**src/rtl/core/osf_pkg.sv**
```systemverilog
// ----------------------------------------------------------------------------
// osf_pkg
// shared types and constants of the overlapping sample framer
// ----------------------------------------------------------------------------
package osf_pkg;

  localparam int CFG_BITS     = 10;
  localparam int CFG_IDX_BITS = 1;
  localparam int MAX_FRAME    = 512;
  localparam int OFF_BITS     = 9;
  localparam int PCM_BITS     = 16;
  localparam int QUEUE_DEPTH  = 2;

  localparam logic [CFG_IDX_BITS-1:0] CFG_FRAME_LENGTH = 1'b0;
  localparam logic [CFG_IDX_BITS-1:0] CFG_FRAME_HOP    = 1'b1;

  localparam logic [CFG_BITS-1:0] LENGTH_RESET = 10'd400;
  localparam logic [CFG_BITS-1:0] HOP_RESET    = 10'd160;

  localparam logic MODE_PUSH = 1'b0;
  localparam logic MODE_READ = 1'b1;

  typedef enum logic [1:0] {
    CMD_NONE,
    CMD_WRITE,
    CMD_READ,
    CMD_DROP
  } cmd_kind_e;

  typedef struct packed {
    cmd_kind_e kind;
    logic      last;
  } cmd_ctrl_t;

endpackage

```
**src/rtl/core/osf_queue.sv**
```systemverilog
// ----------------------------------------------------------------------------
// osf_queue
// short command queue between the classifier and the ring access stage
// ----------------------------------------------------------------------------
module osf_queue import osf_pkg::*; #(
  parameter int WIDTH = 8
) (
  input  logic             clk_i,
  input  logic             rst_ni,
  input  logic             push_i,
  input  logic [WIDTH-1:0] data_i,
  input  logic             pop_i,
  output logic [WIDTH-1:0] data_o,
  output logic             full_o,
  output logic             empty_o
);

  localparam int PTR_W = (QUEUE_DEPTH > 1) ? $clog2(QUEUE_DEPTH) : 1;
  localparam int CNT_W = $clog2(QUEUE_DEPTH + 1);

  logic [WIDTH-1:0] entry_q [QUEUE_DEPTH];
  logic [PTR_W-1:0] wr_ptr_q, rd_ptr_q;
  logic [CNT_W-1:0] count_q;

  assign full_o  = (count_q == CNT_W'(QUEUE_DEPTH));
  assign empty_o = (count_q == '0);
  assign data_o  = entry_q[rd_ptr_q];

  always_ff @(posedge clk_i) begin
    if (push_i) begin
      entry_q[wr_ptr_q] <= data_i;
    end
  end

  always_ff @(posedge clk_i or negedge rst_ni) begin
    if (!rst_ni) begin
      wr_ptr_q <= '0;
      rd_ptr_q <= '0;
      count_q  <= '0;
    end else begin
      if (push_i) begin
        wr_ptr_q <= (wr_ptr_q == PTR_W'(QUEUE_DEPTH - 1)) ? '0 : wr_ptr_q + PTR_W'(1);
      end
      if (pop_i) begin
        rd_ptr_q <= (rd_ptr_q == PTR_W'(QUEUE_DEPTH - 1)) ? '0 : rd_ptr_q + PTR_W'(1);
      end
      if (push_i && !pop_i) begin
        count_q <= count_q + CNT_W'(1);
      end else if (pop_i && !push_i) begin
        count_q <= count_q - CNT_W'(1);
      end
    end
  end

endmodule

```
**config.mk**
```make
export PLATFORM = sky130hd
export DESIGN_NAME = osf_queue
export DESIGN_NICKNAME = d
export VERILOG_FILES = /design/src/rtl/core/osf_pkg.sv /design/src/rtl/core/osf_queue.sv
export SDC_FILE = /design/constraint.sdc
export NUM_CORES = 1
export LEC_CHECK = 0
export BUFFER_PORTS_ARGS = -buffer_cell sky130_fd_sc_hd__buf_2
export CORE_MARGIN = 2
export CORE_UTILIZATION = 50
export DETAILED_ROUTE_END_ITERATION = 7
export HOLD_SLACK_MARGIN = 0.03
export PLACE_DENSITY = 0.74
export SLEW_MARGIN = 20
export SYNTH_ARGS = -nofsm -noshare
export SYNTH_HDL_FRONTEND = slang
export SYNTH_SLANG_ARGS = --single-unit
```
**constraint.sdc**
```tcl
create_clock -name clk_i -period 2.4 [get_ports clk_i]
set_input_delay 0.6 -clock clk_i [delete_from_list [all_inputs] [get_ports clk_i]]
set_output_delay 0.6 -clock clk_i [all_outputs]
set_load 0.02 [all_outputs]
```
==> results.toml, run 1 <==
[logic_synthesis]
synth_seq_cells = 20
syn_inst = 41
avgSynthCellArea_um2 = 18.8
synth_top_area_cell = "edfxtp_1"
synth_area_leaders = "edfxtp_1 62%, dfrtp_1 13%, mux2_2 12%, xor2_1 4.5%, ha_1 1.6%"
synth_fp_nets = 54
syn_area_um2 = 771
ys_types = 12
yosysWarnings = 0
synth_top_area_share_pct = 62.3
ys_seq_area_share_pct = 75.3

[cts]
worstSkewPairLatency_ns = 0.29
clockBufferDepth = 2
tritoncts = "done"
ctsHoldBuffers = 0
path_clk_slew_ns = 0.10
cts_made_buffers = 3
cts_resized = 0
post_cts_buffers = 0
cts.htree.levels = 1
cts_root_buf = "clkbuf_4"
clock_sinks = 20

[sta]
slew_violations = 0
tightest_slew_ns = 0.384
fmax_mhz = 495
final.setup.tns_ns = 0
setup_violations = 0
skew_ns = 0.00186
final_hold_viol_count = 0
finalCritPeriodShare_pct = 84.1
min_period_ns = 2.02
rsz0062_at_grt = "false"
slew_headroom_pct = 74.4

[worst_setup_path]
path_class = "flip-flop to output pin"
end_kind = "output pin"
reg2reg_depth = 2
crit_fanout = 9
start_kind = "flip-flop"
worstPathRequired_ns = 1.80
arrival_ns = 1.42

[status]
status = "finished, final reports clean"

[global_routing]
grtUsageTotal_pct = 13.1
overflow = 0
grt_max_degree = 12
antenna_found_initial = 0
grt_pass1_vias = 427
grt_pass1_wl_mm = 1.81

[routing]
drc = 0
drtAntennaViolNets = 0
via_per_inst = 4.91
wirelength_mm = 1.07
drt-initial-drc-count = 4
drtPass1Iterations = 4
routedWlPerCell_um = 13.0
vias = 403

[flow_run]
cap_violations = 0

[pwr]
p_seq_share_pct = 50.2
finalPower_mw = 1.07
comb_power_share_pct = 32.4
p_sw_share_pct = 32.3
max-vdd-ir-drop_uv = 598
power_density_nw_per_um2 = 1150
clock_power_share_pct = 17.4
cellInternalPower_mw = 0.722
p_leak_nw = 0.386
p_sw_mw = 0.344

[layout]
final_cell_count_no_fill = 82
design_area_um2 = 928
nFillCells = 125
drive_gt1_share_pct = 53.0
final_common_cell = "buf_2"
antenna_cells = 0
final_core_util_pct = 63.1
areaGrowthSynthToFinish_pct = 20.5
nets = 80
mostFrequentLayoutCells = "21 x buf_2, 16 x edfxtp_1, 8 x mux2_2"

[floorplan]
core_um2 = 1470
rows = 14
die_area_um2 = 1870
initial_core_util_pct = 52.4
io_pins = 22
die_x_um = 43.3
die_height_um = 43.3

[hold_path]
hp-class = "input pin to asynchronous set/reset pin"

[place]
place.port_buffers = 21
gp_congestion = 0.627
dp_cells = 78
dpl_cell_area_um2 = 892
-- worst paths after layout --
check,slack [ns],from,endpoint
setup / recovery,0.38,rd_ptr_q,data_o[4]
hold / removal,0.1,rst_ni,count_q[0]
setup reg to reg,1.28,wr_ptr_q,entry_q[0][1]
hold reg to reg,0.49,wr_ptr_q,wr_ptr_q
max in group asynchronous,2.18,rst_ni,rd_ptr_q
min in group clk_i,0.49,wr_ptr_q,wr_ptr_q
-- layout make-up --
type	instances	area, µm²	area share [%]
Multi-Input combinational cell	19	175	18.9
Clock buffer	4	36.3	3.91
Tap cell	16	20.0	2.16
Sequential cell	20	581	62.5
Timing Repair Buffer	22	113	12.1
Inverter	1	3.75	0.404
-- kinds of logic after synthesis --
family | after synthesis | share of synthesized area, %
adder cells (fa/ha/maj) | 1 | 1.62
multiplexers | 8 | 11.7
AND/OR/NAND/NOR | 5 | 3.74
XOR/XNOR | 5 | 5.68
flip-flops | 20 | 75.3
buffers and inverters | 2 | 1.95
-- metal layers --
metal  vias up  GRT usage (%)  wire, µm
met2        12           21.5       520
met3         0           2.55        51
met5         -              0         0
li1        198              -         -
met1       193           17.9       497
met4         0           3.64         0
-- power groups by stage --
stage                     clock network (mW)  logic (mW)  registers (mW)
after CTS                              0.190       0.351           0.537
after global routing                   0.199       0.374           0.547
after detailed placement                   0       0.350           0.545
after global placement                     0       0.345           0.540
after floorplan                            0       0.285           0.510
final                                  0.186       0.345           0.535
-- flip-flops by register name, summed over array words and instances (netlist names) --
signal,flops
entry_q,16
count_q,2
rd_ptr_q,1
wr_ptr_q,1
-- per-stage QoR --
step	worst slack [ns]	hold slack, ns
2_1_floorplan	0.969	0.304
3_3_place_gp	0.723	0.413
3_5_place_dp	0.688	0.412
4_1_cts	0.357	0.0951
5_1_grt	0.325	0.0932
6_report	0.381	0.0973
-- worst max-delay path, stage by stage (launching register included) --
cell,delay (ns)
dfrtp_1,0.58
mux2_2,0.39
buf_2,0.16
-- Yosys cell counts (all sizes together) --
| library cell | number |
|---|---|
| xor2 | 4 |
| dfrtp | 4 |
| inv | 1 |
| buf | 1 |
| ha | 1 |
| nor2b | 1 |
| and2 | 1 |
| xnor2 | 1 |
| edfxtp | 16 |
| mux2 | 8 |
| and2b | 1 |
| nor2 | 2 |
(Power assumes the default switching activity.)
==> run 2, diff against run 1 <==
--- a/config.mk
+++ b/config.mk
@@ -5,12 +5,13 @@
 export SDC_FILE = /design/constraint.sdc
 export NUM_CORES = 1
 export LEC_CHECK = 0
+export ABC_AREA = 1
 export BUFFER_PORTS_ARGS = -buffer_cell sky130_fd_sc_hd__buf_2
 export CORE_MARGIN = 2
-export CORE_UTILIZATION = 50
+export CORE_UTILIZATION = 44
 export DETAILED_ROUTE_END_ITERATION = 7
 export HOLD_SLACK_MARGIN = 0.03
-export PLACE_DENSITY = 0.74
+export PLACE_DENSITY = 0.68
 export SLEW_MARGIN = 20
 export SYNTH_ARGS = -nofsm -noshare
 export SYNTH_HDL_FRONTEND = slang
==> constraint.sdc (replaced) <==
create_clock -name clk_i -period 1.8 [get_ports clk_i]
set_input_delay 0.45 -clock clk_i [delete_from_list [all_inputs] [get_ports clk_i]]
set_output_delay 0.45 -clock clk_i [all_outputs]
set_load 0.02 [all_outputs]
==> run 2 against run 1 <==
Net effect:
- combinational power grew 72%
- clock skew shrank 0.00052 ns
- register-to-register slack lost 0.67 ns
- sequential power grew 28%
- final cell count grew 26%
- flip-flop and latch count is the same
- total power grew 39%
- sequential share of layout area shrank 4.4 points
- critical path depth grew 1
==> results.toml, run 2 <==
[status]
status = "finished, final reports clean"

[pwr]
finalPower_mw = 1.48
p_leak_nw = 0.457
max-vdd-ir-drop_uv = 767
power_density_nw_per_um2 = 1480

[sta]
finalCritPeriodShare_pct = 98.3
min_period_ns = 1.77
fin_ws_ns = 0.0311
tightest_slew_ns = 0.326
setup_violations = 0
final_hold_viol_count = 0
slew_violations = 0
fmax_mhz = 565
slew_headroom_pct = 78.2
skew_ns = 0.00133
final.setup.tns_ns = 0

[place]
pre_cts_ws_ns = 0.205
place.port_buffers = 21
dpl_cell_area_um2 = 951
gp_congestion = 0.752

[layout]
nFillCells = 143
mostFrequentLayoutCells = "22 x buf_2, 16 x edfxtp_1, 8 x mux2_4"
top_register = "entry_q"
areaGrowthSynthToFinish_pct = 22.3
nets = 92
seq_area_um2 = 582
top_regs = "entry_q x16, count_q x2"
multi_input_area_um2 = 200
antenna_cells = 0
drive_gt1_share_pct = 46.2
largest_register_ffs = 16
final_common_cell = "buf_2"
design_area_um2 = 1000

[hold_path]
holdPathStages = 2
hp-class = "input pin to flip-flop"

[routing]
routedWlPerCell_um = 11.2
wirelength_mm = 1.15
via_per_inst = 4.32
drc = 0
drtPass1Iterations = 3
drtAntennaViolNets = 0
vias = 445
drt-initial-drc-count = 5

[logic_synthesis]
synth_fp_nets = 63
synth_top_area_cell = "edfxtp_1"
async_reset_ff_share_pct = 20.0
yosysWarnings = 0
synth_top_area_share_pct = 58.7
syn_area_um2 = 818
synth_edf_count = 16
syn_inst = 50
synth_seq_cells = 20
ys_seq_area_share_pct = 70.9
avgSynthCellArea_um2 = 16.4
yosysMostFrequentCell = "edfxtp_1"
synth_common_cells = "16 x edfxtp_1, 8 x mux2_4, 7 x inv_1"
synth_area_leaders = "edfxtp_1 59%, mux2_4 15%, dfrtp_1 12%, inv_1 3.2%, nand2_1 2.3%"
ys_types = 12
synth_ff_type = "edfxtp_1"

[worst_setup_path]
start_kind = "flip-flop"
reg2reg_depth = 2
critPathMaxStageDelay_ns = 0.41
crit_fanout = 5
arrival_ns = 1.32
slowest_stage = "dfrtp_2"
path_cells = "buf_4, mux2_4, buf_2"
end_kind = "output pin"
worstPathRequired_ns = 1.35
path_class = "flip-flop to output pin"

[cts]
tritoncts = "done"
clock_sinks = 20
path_clk_slew_ns = 0.10
cts_root_buf = "clkbuf_4"
cts.htree.levels = 1
clockBufferDepth = 2
worstSkewPairLatency_ns = 0.28
cts_made_buffers = 3

[floorplan]
io_pins = 22
die_x_um = 47.1
die_area_um2 = 2220
die_height_um = 47.1
initial_core_util_pct = 46.9
core_um2 = 1750
rows = 15

[flow_run]
cap_violations = 0

[global_routing]
grt_pass1_wl_mm = 1.69
grt_max_degree = 12
grt_pass1_vias = 417
overflow = 0
grtUsageTotal_pct = 11.5
antenna_found_initial = 0
-- run 2: changes by cell type after synthesis, sizes merged --
| cell | previous run | this run |
|---|---|---|
| nand2 | 0 | 5 |
| xor2 | 4 | 2 |
| nand3 | 0 | 1 |
| and2 | 1 | 0 |
| nor2 | 2 | 3 |
| and2b | 1 | 0 |
| nand4 | 0 | 1 |
| inv | 1 | 7 |
| nor2b | 1 | 0 |
-- run 2: worst max-delay path: cells and delay by family, from the launching register on --
kind	cells	cell delay [ns]
flops	1	0.41
buf+inv	2	0.33
mux	1	0.30
-- run 2: kinds of logic (layout without fill, tap and decap cells) --
kind of cell / Yosys count / in the layout / synth area share (%)
buf+inv: 8 / 36 / 4.59
fa+ha+maj: 1 / 1 / 1.53
flops: 20 / 20 / 70.9
xor+xnor: 3 / 3 / 3.21
mux: 8 / 8 / 14.7
simple gates: 10 / 10 / 5.05
-- run 2: worst paths after layout --
check / end / from / slack, ns
max: data_o[1] / rd_ptr_q / 0.03
min: rd_ptr_q / pop_i / 0.34
max reg2reg: entry_q[0][4] / wr_ptr_q / 0.61
min reg2reg: wr_ptr_q / wr_ptr_q / 0.50
max in group asynchronous: rd_ptr_q / rst_ni / 1.19
min in group asynchronous: count_q[0] / rst_ni / 0.48
-- run 2: layer usage --
metal	vias up	wire length [µm]	global-route usage [%]
met5	-	0	0
met4	0	13	6.67
met3	2	44	2.31
met2	12	590	19.7
met1	205	504	13.3
li1	226	-	-
-- run 2: metrics by stage --
| step | hold WS, ns | cells | util [%] |
|---|---|---|---|
| CTS | 0.343 | 101 | 56.6 |
| floorplan | 0.154 | 50 | - |
| detailed placement | 0.261 | 96 | 54.5 |
| global placement | 0.262 | 96 | 54.5 |
| global route | 0.332 | 103 | 57.3 |
| finish | 0.345 | 103 | 57.3 |
-- run 2: layout make-up --
class / instances / area share [%]
Sequential cell: 20 / 58.1
Multi-Input combinational cell: 22 / 20.0
Timing Repair Buffer: 25 / 13.5
Tap cell: 25 / 3.13
Inverter: 7 / 2.63
Clock buffer: 3 / 2.25
Clock inverter: 1 / 0.375
-- run 2: power breakdown --
part | switching, mW | internal, mW
Combinational | 0.320 | 0.274
Sequential | 0.0577 | 0.630
Clock | 0.120 | 0.0804
Total | 0.498 | 0.984
-- run 2: repair_timing --
action / in CTS / in global routing
hold buffers: 1 / 0
endpoints found under the hold margin: 4 / 0
resized for setup: 1 / 0
setup endpoints to repair: 8 / 8
buffers inserted: 0 / 2
==> run 3, diff against run 2 <==
--- a/config.mk
+++ b/config.mk
@@ -5,10 +5,9 @@
 export SDC_FILE = /design/constraint.sdc
 export NUM_CORES = 1
 export LEC_CHECK = 0
-export ABC_AREA = 1
 export BUFFER_PORTS_ARGS = -buffer_cell sky130_fd_sc_hd__buf_2
 export CORE_MARGIN = 2
-export CORE_UTILIZATION = 44
+export CORE_UTILIZATION = 43
 export DETAILED_ROUTE_END_ITERATION = 7
 export HOLD_SLACK_MARGIN = 0.03
 export PLACE_DENSITY = 0.68
==> run 3 against run 2 <==
Net effect:
- via count decreased by 6.1%
- final cell count decreased by 9.7%
- register-to-register slack about the same
- critical path type unchanged
==> results.toml, run 3 (same netlist as run 1, synthesis figures left out) <==
[global_routing]
grtUsageTotal_pct = 10.7
overflow = 0
grt_pass1_vias = 382
antenna_found_initial = 0
grt_pass1_wl_mm = 1.57
grt_max_degree = 12

[flow_run]
cap_violations = 0

[layout]
drive_gt1_share_pct = 52.9
top_register = "entry_q"
areaGrowthSynthToFinish_pct = 23.1
top_regs = "entry_q x16, count_q x2"
mostFrequentLayoutCells = "21 x buf_2, 16 x edfxtp_1, 8 x mux2_2"
final_common_cell = "buf_2"
largest_register_ffs = 16
antenna_cells = 0
nFillCells = 157
final_cell_count_no_fill = 93
nets = 82
final_core_util_pct = 55.5

[sta]
rsz0062_at_grt = "false"
final.setup.tns_ns = 0
slew_headroom_pct = 75.4
finalCritPeriodShare_pct = 95.8
skew_ns = 0.0112
tightest_slew_ns = 0.368
final_hold_viol_count = 0
setup_violations = 0
min_period_ns = 1.72
fmax_mhz = 580
slew_violations = 0

[status]
status = "finished, final reports clean"

[pwr]
power_density_nw_per_um2 = 1470
max-vdd-ir-drop_uv = 771
p_leak_nw = 0.388

[floorplan]
initial_core_util_pct = 45.1
core_um2 = 1710
die_x_um = 46.3
die_height_um = 46.3
io_pins = 22
die_area_um2 = 2150
rows = 15

[routing]
via_per_inst = 4.49
routedWlPerCell_um = 10.9
vias = 418
wirelength_mm = 1.02
drtAntennaViolNets = 0
drtPass1Iterations = 2
drt-initial-drc-count = 2
drc = 0

[worst_setup_path]
worstPathRequired_ns = 1.35
arrival_ns = 1.27
slowest_stage = "dfrtp_2"
cp_top_family = "flip-flops"
path_class = "flip-flop to output pin"
end_kind = "output pin"
critPathMaxStageDelay_ns = 0.48
path_cells = "mux2_2, buf_2"
start_kind = "flip-flop"
crit_fanout = 9
path_buf_inv = 1

[hold_path]
hp-class = "input pin to flip-flop"

[cts]
cts_root_buf = "clkbuf_4"
worstSkewPairLatency_ns = 0.28
path_clk_slew_ns = 0.11
cts.htree.levels = 1
clockBufferDepth = 2
clock_sinks = 20
tritoncts = "done"
cts_made_buffers = 3

[place]
place_hpwl_um = 777
gp_congestion = 0.629
dp_cells = 87
place.port_buffers = 21
==> run 3: cell types whose count changed in the layout (fill, tap and decap cells not counted), moves of 2 or more <==
cell	delta
mux2_4	-8
mux2_2	+8
inv_1	-6
xor2_1	+2
nand2_1	-5
==> run 3: report_power, final <==
group          leakage [nW]  switching, mW  total, mW  internal [mW]
Sequential            0.196         0.0839      0.715          0.631
Combinational         0.178          0.255      0.481          0.226
Clock                0.0150          0.115      0.201         0.0857
Total                 0.388          0.453       1.40          0.942
==> run 3: path summary, 6_finish.rpt <==
| path | start | endpoint | slack [ns] | cells past startpoint |
|---|---|---|---|---|
| max in group asynchronous | rst_ni | rd_ptr_q | 1.18 | 2 |
| min in group asynchronous | rst_ni | wr_ptr_q | 0.50 | 2 |
| worst min-delay path | data_i[7] | entry_q[0][7] | 0.35 | 1 |
| worst max-delay path | rd_ptr_q | data_o[4] | 0.08 | 2 |
| worst min register to register | wr_ptr_q | wr_ptr_q | 0.50 | 1 |
| worst max register to register | wr_ptr_q | entry_q[0][5] | 0.61 | 2 |
==> run 3: stage by stage <==
stage	total power, mW	setup WS, ns	cell area (µm²)	hold slack [ns]
detailed placement	1.20	0.237	903	0.257
finish	1.40	0.0755	948	0.347
global route	1.48	0.00306	948	0.327
global placement	1.18	0.272	903	0.262
floorplan	1.06	0.519	771	0.154
CTS	1.40	0.0340	941	0.341
==> run 3: final cells by class <==
| type | instances | area, µm² | area share [%] |
|---|---|---|---|
| clock buffers | 4 | 26.3 | 2.77 |
| inverters | 1 | 3.75 | 0.396 |
| multi-input cells | 19 | 175 | 18.5 |
| flip-flops and latches | 20 | 582 | 61.3 |
| well taps | 25 | 31.3 | 3.30 |
| repair buffers | 24 | 130 | 13.7 |
==> run 3: what timing repair did <==
item,CTS,global route
hold buffers,1,0
endpoints found under the setup margin,8,7
buffers inserted,0,1
pin swaps,0,0
endpoints found under the hold margin,4,0
resized for setup,1,0
==> run 3: layer usage <==
metal	wire length, µm	vias up	GRT usage, %
met4	0	0	1.71
met5	0	-	0
li1	-	200	-
met3	70	0	3.92
met2	512	12	19.4
met1	433	206	12.2
