[src/rtl/core/osf_pkg.sv]
// ----------------------------------------------------------------------------
// osf_pkg
// shared types and constants of the overlapping sample framer
// ----------------------------------------------------------------------------
package osf_pkg;

  localparam int CFG_BITS     = 10;
  localparam int CFG_IDX_BITS = 1;
  localparam int MAX_FRAME    = 512;
  localparam int OFF_BITS     = 9;
  localparam int PCM_BITS     = 16;
  localparam int QUEUE_DEPTH  = 2;

  localparam logic [CFG_IDX_BITS-1:0] CFG_FRAME_LENGTH = 1'b0;
  localparam logic [CFG_IDX_BITS-1:0] CFG_FRAME_HOP    = 1'b1;

  localparam logic [CFG_BITS-1:0] LENGTH_RESET = 10'd400;
  localparam logic [CFG_BITS-1:0] HOP_RESET    = 10'd160;

  localparam logic MODE_PUSH = 1'b0;
  localparam logic MODE_READ = 1'b1;

  typedef enum logic [1:0] {
    CMD_NONE,
    CMD_WRITE,
    CMD_READ,
    CMD_DROP
  } cmd_kind_e;

  typedef struct packed {
    cmd_kind_e kind;
    logic      last;
  } cmd_ctrl_t;

endpackage

[src/rtl/core/osf_front.sv]
// ----------------------------------------------------------------------------
// osf_front
// request classifier: frame bookkeeping, ring addressing and config registers
// ----------------------------------------------------------------------------
module osf_front import osf_pkg::*; #(
  parameter int RING_DEPTH  = 1024,
  parameter int SAMPLE_BITS = 16
) (
  input  logic                            clk_i,
  input  logic                            rst_ni,
  input  logic                            cfg_we_i,
  input  logic [CFG_IDX_BITS-1:0]         cfg_index_i,
  input  logic [CFG_BITS-1:0]             cfg_data_i,
  input  logic                            accept_i,
  input  logic                            mode_i,
  input  logic signed [SAMPLE_BITS-1:0]   sample_in_i,
  output cmd_ctrl_t                       cmd_ctrl_o,
  output logic [$clog2(RING_DEPTH)-1:0]   cmd_addr_o,
  output logic [((SAMPLE_BITS < PCM_BITS) ? SAMPLE_BITS : PCM_BITS)-1:0] cmd_data_o
);

  localparam int PTR_W   = $clog2(RING_DEPTH);
  localparam int FILL_W  = $clog2(RING_DEPTH + 1);
  localparam int CMP_W   = (FILL_W > CFG_BITS) ? FILL_W : CFG_BITS;
  localparam int SUM_W   = CMP_W + 1;
  localparam int STORE_W = (SAMPLE_BITS < PCM_BITS) ? SAMPLE_BITS : PCM_BITS;
  localparam int LEN_MAX = (MAX_FRAME < RING_DEPTH) ? MAX_FRAME : RING_DEPTH;

  logic [CFG_BITS-1:0] frame_length_q, frame_hop_q;
  logic [PTR_W-1:0]    start_q, start_d;
  logic [FILL_W-1:0]   fill_q, fill_d;
  logic [OFF_BITS-1:0] off_q, off_d;
  logic [OFF_BITS-1:0] skip_q, skip_d;

  logic [CMP_W-1:0] len_ext, hop_ext, len_eff, hop_eff, fill_ext, off_ext;
  logic [CMP_W-1:0] addend, advance;
  logic [PTR_W-1:0] addr_wrap, start_adv;
  logic             frame_last;

  function automatic logic [PTR_W-1:0] ring_wrap(logic [PTR_W-1:0] base,
                                                 logic [CMP_W-1:0] step);
    logic [SUM_W-1:0] sum;
    sum = SUM_W'(base) + SUM_W'(step);
    if (sum >= SUM_W'(RING_DEPTH)) begin
      sum = sum - SUM_W'(RING_DEPTH);
    end
    return sum[PTR_W-1:0];
  endfunction

  // effective length and hop
  always_comb begin
    len_ext = CMP_W'(frame_length_q);
    hop_ext = CMP_W'(frame_hop_q);
    if (len_ext == '0) begin
      len_eff = CMP_W'(1);
    end else if (len_ext > CMP_W'(LEN_MAX)) begin
      len_eff = CMP_W'(LEN_MAX);
    end else begin
      len_eff = len_ext;
    end
    if (hop_ext == '0) begin
      hop_eff = CMP_W'(1);
    end else if (hop_ext > CMP_W'(MAX_FRAME)) begin
      hop_eff = CMP_W'(MAX_FRAME);
    end else begin
      hop_eff = hop_ext;
    end
  end

  assign fill_ext   = CMP_W'(fill_q);
  assign off_ext    = CMP_W'(off_q);
  assign addend     = (mode_i == MODE_READ) ? off_ext : fill_ext;
  assign addr_wrap  = ring_wrap(start_q, addend);
  assign advance    = (fill_ext >= hop_eff) ? hop_eff : fill_ext;
  assign start_adv  = ring_wrap(start_q, advance);
  assign frame_last = (off_ext + CMP_W'(1)) >= len_eff;

  assign cmd_addr_o = addr_wrap;
  assign cmd_data_o = sample_in_i[STORE_W-1:0];

  always_comb begin
    start_d         = start_q;
    fill_d          = fill_q;
    off_d           = off_q;
    skip_d          = skip_q;
    cmd_ctrl_o.kind = CMD_NONE;
    cmd_ctrl_o.last = 1'b0;
    if (accept_i) begin
      if (mode_i == MODE_PUSH) begin
        if (skip_q != '0) begin
          skip_d = skip_q - OFF_BITS'(1);
        end else if (fill_ext == CMP_W'(RING_DEPTH)) begin
          cmd_ctrl_o.kind = CMD_DROP;
        end else begin
          cmd_ctrl_o.kind = CMD_WRITE;
          fill_d          = fill_q + FILL_W'(1);
        end
      end else if (fill_ext >= len_eff) begin
        cmd_ctrl_o.kind = CMD_READ;
        cmd_ctrl_o.last = frame_last;
        if (frame_last) begin
          off_d   = '0;
          start_d = start_adv;
          if (fill_ext >= hop_eff) begin
            fill_d = FILL_W'(fill_ext - hop_eff);
          end else begin
            skip_d = OFF_BITS'(hop_eff - fill_ext);
            fill_d = '0;
          end
        end else begin
          off_d = off_q + OFF_BITS'(1);
        end
      end
    end
  end

  always_ff @(posedge clk_i or negedge rst_ni) begin
    if (!rst_ni) begin
      frame_length_q <= LENGTH_RESET;
      frame_hop_q    <= HOP_RESET;
      start_q        <= '0;
      fill_q         <= '0;
      off_q          <= '0;
      skip_q         <= '0;
    end else if (cfg_we_i) begin
      case (cfg_index_i)
        CFG_FRAME_LENGTH: frame_length_q <= cfg_data_i;
        CFG_FRAME_HOP:    frame_hop_q    <= cfg_data_i;
        default: ;
      endcase
      off_q <= '0;
    end else begin
      start_q <= start_d;
      fill_q  <= fill_d;
      off_q   <= off_d;
      skip_q  <= skip_d;
    end
  end

endmodule

[config.mk]
export PLATFORM = sky130hd
export DESIGN_NAME = osf_front
export DESIGN_NICKNAME = d
export VERILOG_FILES = /design/src/rtl/core/osf_pkg.sv /design/src/rtl/core/osf_front.sv
export SDC_FILE = /design/constraint.sdc
export NUM_CORES = 1
export LEC_CHECK = 0
export ABC_AREA = 1
export BUFFER_PORTS_ARGS = -buffer_cell sky130_fd_sc_hd__buf_2
export CAP_MARGIN = 20
export CORE_UTILIZATION = 55
export DETAILED_ROUTE_END_ITERATION = 8
export HOLD_SLACK_MARGIN = 0.02
export PLACE_DENSITY_LB_ADDON = 0.1
export SLEW_MARGIN = 5
export SYNTH_ARGS = -nofsm -noshare
export SYNTH_HDL_FRONTEND = slang
export SYNTH_SLANG_ARGS = --single-unit
[constraint.sdc]
create_clock -name clk_i -period 4.1 [get_ports clk_i]
set_clock_uncertainty 0.15 [all_clocks]
set_input_delay 0.615 -clock clk_i [delete_from_list [all_inputs] [get_ports clk_i]]
set_output_delay 0.615 -clock clk_i [all_outputs]
set_load 0.05 [all_outputs]
==> flow_summary.ini, run 1 <==
[critical_path]
worstPathCellList = nor4_1 -> nand4_1 -> inv_1 -> nor2_4 -> nor2_1 -> ha_1 -> nand2_1 -> inv_1 -> nand2_1 -> nor2_2 -> nor2_4 -> nand2_8 -> nand2_1 -> o21ai_0 -> ha_1 -> fa_1 -> nand3_1 -> nand2_1 -> nand4_1 -> nand3_1 -> xor2_1 -> nand2_1 -> nand2_1
cp.depth = 23
arrival_ns = 4.01
critPathSlowestCell = dfrtp_1
cp.buffers_inverters = 2
path_class = reg -> reg
worst-path-max-fanout = 20
worstSetupStartpointType = flip-flop
crit_path_end_kind = flip-flop
cp.required_ns = 4.18
slowest_delay_ns = 0.41
cp_top_family = simple AND/OR/NAND/NOR gates
crit_top_cell = nand2_1
reg2regPathDepth = 23

[floorplan]
start_util_pct = 56.6
num_rows = 37
fp.dieW_um = 105
die-area_mm2 = 0.0110
core_area_mm2 = 0.0103
die-height_um = 105
io_pins = 61

[grt]
grt_max_degree = 31
grt_usage_pct = 31.7
overflow = 0
antenna_found_initial = 0
grt_pass1_wl_um = 26800
grt_pass1_vias = 5341

[min_path]
hold_class = in -> async

[timing]
finalHoldWorstSlack_ns = 0.182
tightest_slew_ns = 0.752
slew_headroom_pct = 49.8
fmax_mhz = 255
final.min_clock_period_ns = 3.93
tns_ns = 0
finalCritPeriodShare_pct = 95.8
finalSetupViolCount = 0
hold_viol = 0
drv_slew = 0

[detailed_routing]
maxUsedRoutingLayer = met4
wl_met2_um = 7910
drt-wirelength-per-cell_um = 16.4
drt_pass1_iterations = 5
m1WireLength_um = 7320
drt_wl_total_um = 16600
vias_per_cell = 5.49
ant_nets = 0
wl_met3_um = 892
drt_iter0_markers = 377
vias = 5553
drc = 0

[yosys]
synth-seq-cells = 59
synth_warnings = 0
yosys_most_used_dff = dfrtp_1
post_synth_inst_count = 846
synth_async_sr_flop_share_pct = 100
synth.distinct_cells = 48
synth_enable_flop_cells = 0
avgSynthCellArea_um2 = 6.87
syn_nets = 942
synth_seq_area_share_pct = 25.5
syn_area_mm2 = 0.00582

[final_layout]
post-route-util_pct = 61.5
layout_common_cells = nand2_1 (261), inv_1 (106), o21ai_0 (77)
stdcell_area_mm2 = 0.00632
nNetsFinal = 966
final_common_cell = nand2_1
drive_above_1_share_pct = 13.1
syn2layout_area_growth_pct = 8.61
insertedDiodeCount = 0

[clock_tree]
clock_path_buffers = 2
root_buffer = clkbuf_8
clkSinkCount = 59
holdBufCountCts = 0
worstSkewPairLatency_ns = 0.35
cts_buffers = 9
cts_tree = built
clk_pin_slew_worst_paths_ns = 0.07
htree_levels = 3

[status]
outcome = finished clean

[placement]
gp_congestion = 0.943
portBuffers = 28
dp_hpwl_um = 13400
place_area_mm2 = 0.00601

[power]
p_total_mw = 4.63
p_leak_nw = 3.43
vdd_drop_max_uv = 399
power_density_mw_per_mm2 = 733

[run]
max-cap-violations = 0
[Yosys cell counts (all sizes together), types with 3 or more instances]
cell type | count | area (um^2)
nand2 | 272 | 1080
inv | 110 | 415
o21ai | 81 | 417
nor2 | 64 | 267
ha | 60 | 751
dfrtp | 54 | 1350
a21oi | 36 | 195
xor2 | 35 | 307
nand3 | 34 | 183
buf | 26 | 201
nand4 | 11 | 83.8
nor3 | 10 | 60.1
clkbuf | 7 | 26.3
o22ai | 6 | 37.5
dfstp | 5 | 131
xnor2 | 5 | 43.8
fa | 4 | 80.1
o21bai | 4 | 30.0
nor4 | 3 | 18.8
[flip-flops by register name (all words and copies together), names as in the netlist]
register        flops
fill_ext           11
frame_hop_q        10
frame_length_q     10
off_q               9
skip_q              9
start_q            10
[metrics by stage]
step	instances	setup slack [ns]
final	1011	0.173
after detailed placement	992	-0.112
after global routing	1011	-0.0413
after global placement	992	-0.0853
after floorplan	846	0.0783
after CTS	1008	0.0323
[path summary, 6_finish.rpt]
check | startpoint | to | slack, ns
setup / recovery | frame_hop_q[8] | start_q[8] | 0.17
min in group clk_i | frame_hop_q[6] | frame_hop_q[6] | 0.34
hold reg to reg | frame_hop_q[6] | frame_hop_q[6] | 0.34
max in group asynchronous | rst_ni | frame_length_q[4] | 2.70
setup reg to reg | frame_hop_q[8] | start_q[8] | 0.17
hold / removal | rst_ni | start_q[4] | 0.18
[what timing repair did]
action                                  in CTS  in global routing
gates resized for setup                      1                 23
endpoints found under the setup margin       6                  7
buffers inserted                             0                  3
pin swaps                                    0                  3
gates cloned                                 0                  0
[report_power, final]
part	switching, mW	internal (mW)
clock	0.261	0.215
combinational	2.15	1.08
sequential	0.196	0.733
total	2.61	2.03
[area by class of cell]
type | count | area [um^2]
flip-flops and latches | 59 | 1480
clock inverters | 7 | 45.0
fillers | 1002 | 3960
well taps | 136 | 170
multi-input cells | 643 | 3800
inverters | 111 | 419
repair buffers | 46 | 275
clock buffers | 9 | 124
[worst reg2reg max path: cells and delay by family, from the launching register on]
kind / cells / cell delay (ns)
and+or+nand+nor: 16 / 1.85
DFF: 1 / 0.41
xor gates and xnor gates: 1 / 0.15
AOI/OAI and AO/OA: 1 / 0.09
adders and majority gates: 3 / 0.97
buffers and inverters: 2 / 0.19
[kinds of logic (layout without fill, tap and decap cells)]
| kind of cell | count (synthesis) | count (layout) | share of synthesized area, % |
|---|---|---|---|
| flip-flops | 59 | 59 | 25.5 |
| XOR/XNOR | 40 | 40 | 6.02 |
| AND/OR/NAND/NOR | 397 | 397 | 29.4 |
| buffers and inverters | 144 | 173 | 11.1 |
| AO/OA/AOI/OAI | 141 | 141 | 13.5 |
| adder cells (fa/ha/maj) | 64 | 64 | 14.3 |
| multiplexers | 1 | 1 | 0.172 |
[per-layer routing]
metal	global-route usage [%]	vias up
met2	53.0	168
met4	10.8	0
met1	41.3	2591
met5	0	-
li1	-	2757
met3	5.55	37
Note: power is estimated with default switching activity, not from simulation.
==> run 2: changes to the inputs <==
Settings changed: CORE_UTILIZATION 55 to 30.
==> run 2 against run 1 <==
Net effect: sequential share of layout area down 1.5 points; register-to-register slack better by 0.07 ns; clock power is 64% higher; cell area grew 6.7%; final cell count up 14%; core utilization shrank 26 points; largest cell class unchanged.
==> flow_summary.ini, run 2 (same netlist as run 1, synthesis figures left out) <==
[critical_path]
critPathSlowestCell = dfrtp_1
slowest_delay_ns = 0.41
worstPathCellList = nor4_2 -> nand4_1 -> inv_2 -> nor2_4 -> nor2_2 -> ha_2 -> nand2_1 -> inv_1 -> a21oi_2 -> nand2_2 -> nand2_4 -> nand2_4 -> nand2_1 -> o21ai_1 -> ha_1 -> nand2_1 -> nor3_2 -> nand2_1 -> nor2_1 -> nor2_1 -> nand3_1 -> nand3_1 -> nand2_1 -> nand2_1
cp.required_ns = 4.18
worst-path-max-fanout = 9
worstSetupStartpointType = flip-flop
path_class = reg -> reg
crit_top_cell = nand2_1
crit_path_end_kind = flip-flop
cp_top_family = simple AND/OR/NAND/NOR gates
arrival_ns = 3.94
cp.buffers_inverters = 2

[clock_tree]
htree_levels = 3
cts_buffers = 9
clock_path_buffers = 2
holdBufCountCts = 0
root_buffer = clkbuf_16
cts_tree = built
worstSkewPairLatency_ns = 0.35
clk_pin_slew_worst_paths_ns = 0.06
clkSinkCount = 59

[placement]
dp_hpwl_um = 14700
portBuffers = 28
place_inst = 1133
gp_congestion = 0.855
place_area_mm2 = 0.00629

[timing]
final.min_clock_period_ns = 3.86
rsz0062_at_grt = true
fmax_mhz = 259
tightest_slew_ns = 0.732
finalHoldWorstSlack_ns = 0.184
finalSetupViolCount = 0
slew_headroom_pct = 51.2
hold_viol = 0
drv_slew = 0
finalCritPeriodShare_pct = 94.2

[detailed_routing]
vias = 5349
vias_per_cell = 4.63
drt_wl_total_um = 18300
ant_nets = 0
drc = 0
drt_pass1_iterations = 5
drt_iter0_markers = 282
drt-wirelength-per-cell_um = 15.9

[power]
p_total_mw = 4.98
power_density_mw_per_mm2 = 739
vdd_drop_max_uv = 278
p_leak_nw = 3.59

[floorplan]
fp.dieW_um = 141
io_pins = 61
die-area_mm2 = 0.0199
start_util_pct = 30.9
die-height_um = 141
num_rows = 50
core_area_mm2 = 0.0188

[status]
outcome = finished clean

[final_layout]
insertedDiodeCount = 0
stdcell_area_mm2 = 0.00674
post-route-util_pct = 35.8
syn2layout_area_growth_pct = 15.9
final_cells = 1156
largest_register_ffs = 11
layout_common_cells = nand2_1 (261), inv_1 (105), o21ai_0 (75)
nNetsFinal = 987
drive_above_1_share_pct = 15.2
final_common_cell = nand2_1

[grt]
overflow = 0
grt_pass1_wl_um = 28900
antenna_found_initial = 0
grt_pass1_vias = 5137
grt_usage_pct = 19.2
grt_max_degree = 35

[run]
max-cap-violations = 0

[min_path]
hold_class = in -> async
## run 2: changes by cell type in the layout (fill, tap and decap cells not counted), moves of 3 or more
cell        previous run  this run
buf_4                 18        38
clkbuf_16              0         9
clkbuf_8               9         0
clkinv_2               3         0
clkinv_4               0         3
clkinvlp_4             4         1
## run 2: report_power, final
group | internal [mW] | switching, mW | total [mW]
logic | 1.18 | 2.10 | 3.28
clock network | 0.474 | 0.307 | 0.781
registers | 0.734 | 0.189 | 0.923
total | 2.39 | 2.59 | 4.98
## run 2: worst paths after layout
| path | from | end | slack, ns | depth (start not counted) |
|---|---|---|---|---|
| setup / recovery | frame_hop_q[8] | start_q[9] | 0.24 | 24 |
| setup reg to reg | frame_hop_q[8] | start_q[9] | 0.24 | 24 |
| hold reg to reg | frame_hop_q[7] | frame_hop_q[7] | 0.34 | 2 |
| hold / removal | rst_ni | fill_ext[3] | 0.18 | 1 |
| min in group clk_i | frame_hop_q[7] | frame_hop_q[7] | 0.34 | 2 |
| max in group asynchronous | rst_ni | frame_length_q[7] | 2.67 | 2 |
## run 2: metrics by stage
stage                     setup TNS, ns  setup WS, ns
after floorplan                       0        0.0783
after global placement         -0.00314      -0.00314
after detailed placement              0       0.00892
after CTS                             0        0.0276
after global routing             -0.109       -0.0537
final                                 0         0.239
## run 2: layout make-up
cell class	count	area, um^2
multi-input combinational	644	3790
tap	260	325
sequential	59	1480
timing repair buffer	66	425
fill	2050	12100
inverter	111	419
clock buffer	11	233
clock inverter	5	63.8
## run 2: layer usage
metal / up-vias / track usage (%) / part of all wire (%)
met3: 19 / 3.02 / 3.6
li1: 2807 / - / -
met2: 103 / 30.6 / 46
met4: 0 / 6.41 / 2.0
met5: - / 0 / 0
met1: 2420 / 26.4 / 49
## run 2: what timing repair did
action / 4_1_cts / 5_1_grt
cloned: 0 / 1
setup endpoints to repair: 1 / 8
resized for setup: 1 / 26
buffers inserted: 0 / 6
pin swaps: 0 / 8
==> run 3: changes to the inputs <==
Settings changed: SETUP_SLACK_MARGIN set to 0.4.
==> run 3 against run 2 <==
Net effect: combinational power is 30% higher; clock power decreased by 7.9%; global-route usage is 0.27 points higher; non-clock buffer count increased by 24; sequential share of layout area decreased by 2.3 points; first-iteration DRC count rose by 0.35%; core utilization rose by 4.2 points; maximum frequency increased by 2.2%; cell area is 12% higher; final cell count up 2.2%; hold slack gained 0.052 ns.
==> flow_summary.ini, run 3 (same netlist as run 1, synthesis figures left out) <==
[grt]
grt_max_degree = 34
grt_pass1_wl_um = 29400
overflow = 0
grt_usage_pct = 19.5
grt_pass1_vias = 5304
antenna_found_initial = 0

[timing]
rsz0062_at_grt = true
fmax_mhz = 265
finalCritPeriodShare_pct = 92.1
slew_headroom_pct = 43.3
fin_ws_ns = 0.322
finalSetupViolCount = 0
drv_slew = 0
tightest_slew_ns = 0.850
final.min_clock_period_ns = 3.78
hold_viol = 0

[final_layout]
layout_common_cells = nand2_1 (240), inv_1 (99), o21ai_0 (68)
final_cells = 1182
insertedDiodeCount = 0
final_common_cell = nand2_1
syn2layout_area_growth_pct = 29.4
largest_register_ffs = 11
drive_above_1_share_pct = 25.8
nNetsFinal = 1013
post-route-util_pct = 40.0

[clock_tree]
worstSkewPairLatency_ns = 0.34
cts_tree = built
root_buffer = clkbuf_16
cts_buffers = 9
clk_pin_slew_worst_paths_ns = 0.06
clock_path_buffers = 2
htree_levels = 3
holdBufCountCts = 0
clkSinkCount = 59

[floorplan]
die-area_mm2 = 0.0199
core_area_mm2 = 0.0188
io_pins = 61
die-height_um = 141
fp.dieW_um = 141
num_rows = 50
start_util_pct = 30.9

[critical_path]
worstSetupStartpointType = flip-flop
worstPathCellList = nor3_2 -> nand4_1 -> inv_2 -> nor2_4 -> nor2_2 -> buf_6 -> ha_4 -> nand2_4 -> nor3_4 -> nand2_8 -> nand2_8 -> nand2_8 -> o22ai_4 -> ha_4 -> nand2_4 -> nor3_4 -> nand2_1 -> o211ai_1 -> nand3_1 -> nand3_1 -> nand2_1 -> nand2_1
reg2regPathDepth = 22
cp.depth = 22
path_class = reg -> reg
cp_top_family = simple AND/OR/NAND/NOR gates
cp.required_ns = 4.23
r2r_start = frame_hop_q[5]
crit_path_end_kind = flip-flop
cp.buffers_inverters = 2
critPathLaunch = frame_hop_q[5]
critPathSlowestCell = dfstp_2
worst-path-max-fanout = 7
arrival_ns = 3.90
slowest_delay_ns = 0.53

[placement]
gp_congestion = 0.857
portBuffers = 28
pre_cts_slack_ns = -0.0341
dp_hpwl_um = 14200
place_inst = 1128

[power]
vdd_drop_max_uv = 287
power_density_mw_per_mm2 = 780
p_leak_nw = 3.81

[status]
outcome = finished clean

[detailed_routing]
vias = 5517
drt_iter0_markers = 283
drc = 0
drt_wl_total_um = 18800
vias_per_cell = 4.67
drt-wirelength-per-cell_um = 15.9
drt_pass1_iterations = 5
ant_nets = 0

[min_path]
hold_class = in -> async

[run]
max-cap-violations = 0
## run 3: changes by cell type in the layout (fill, tap and decap cells not counted), sizes merged
cell and change:
buf +21, clkbuf +4, nand2 +2, bufinv -1
## run 3: metal layers
| layer | vias to the layer above | wire length, um | track usage (%) |
|---|---|---|---|
| li1 | 2855 | - | - |
| met3 | 12 | 609 | 3.40 |
| met4 | 0 | 214 | 6.24 |
| met2 | 97 | 8600 | 31.3 |
| met5 | - | 0 | 0 |
| met1 | 2553 | 9370 | 26.5 |
## run 3: repair_timing
action	CTS	global route
pin swaps	16	64
gates cloned	3	0
setup endpoints to repair	11	13
setup buffers	9	26
hold endpoints to repair	0	0
resized for setup	49	104
## run 3: path summary, 6_finish.rpt
path | endpoint | slack (ns)
max in group asynchronous | frame_length_q[8] | 2.61
min in group clk_i | start_q[9] | 0.34
setup reg to reg | start_q[9] | 0.32
hold reg to reg | start_q[9] | 0.34
setup / recovery | start_q[9] | 0.32
hold / removal | skip_q[8] | 0.24
## run 3: where the power goes
part           internal (mW)  switching [mW]  leakage, nW
clock                  0.425           0.294        0.133
sequential             0.736           0.161        0.756
combinational           1.67            2.58         2.93
total                   2.83            3.04         3.81
## run 3: cell type report
| class | instances | area, um^2 |
|---|---|---|
| tap | 260 | 325 |
| clock buffer | 12 | 246 |
| inverter | 111 | 422 |
| multi-input combinational | 646 | 4370 |
| sequential | 59 | 1490 |
| fill | 1979 | 11300 |
| timing repair buffer | 90 | 653 |
| clock inverter | 4 | 26.3 |
## run 3: through the flow
stage | total power [mW] | setup TNS, ns | cell area, um^2 | hold slack, ns
detailed placement | 3.99 | -0.0341 | 6300 | 0.329
global route | 6.34 | 0 | 7520 | 0.305
finish | 5.87 | 0 | 7520 | 0.235
floorplan | 3.23 | 0 | 5860 | 0.169
CTS | 5.08 | 0 | 6860 | 0.256
global placement | 4.03 | -0.135 | 6300 | 0.330
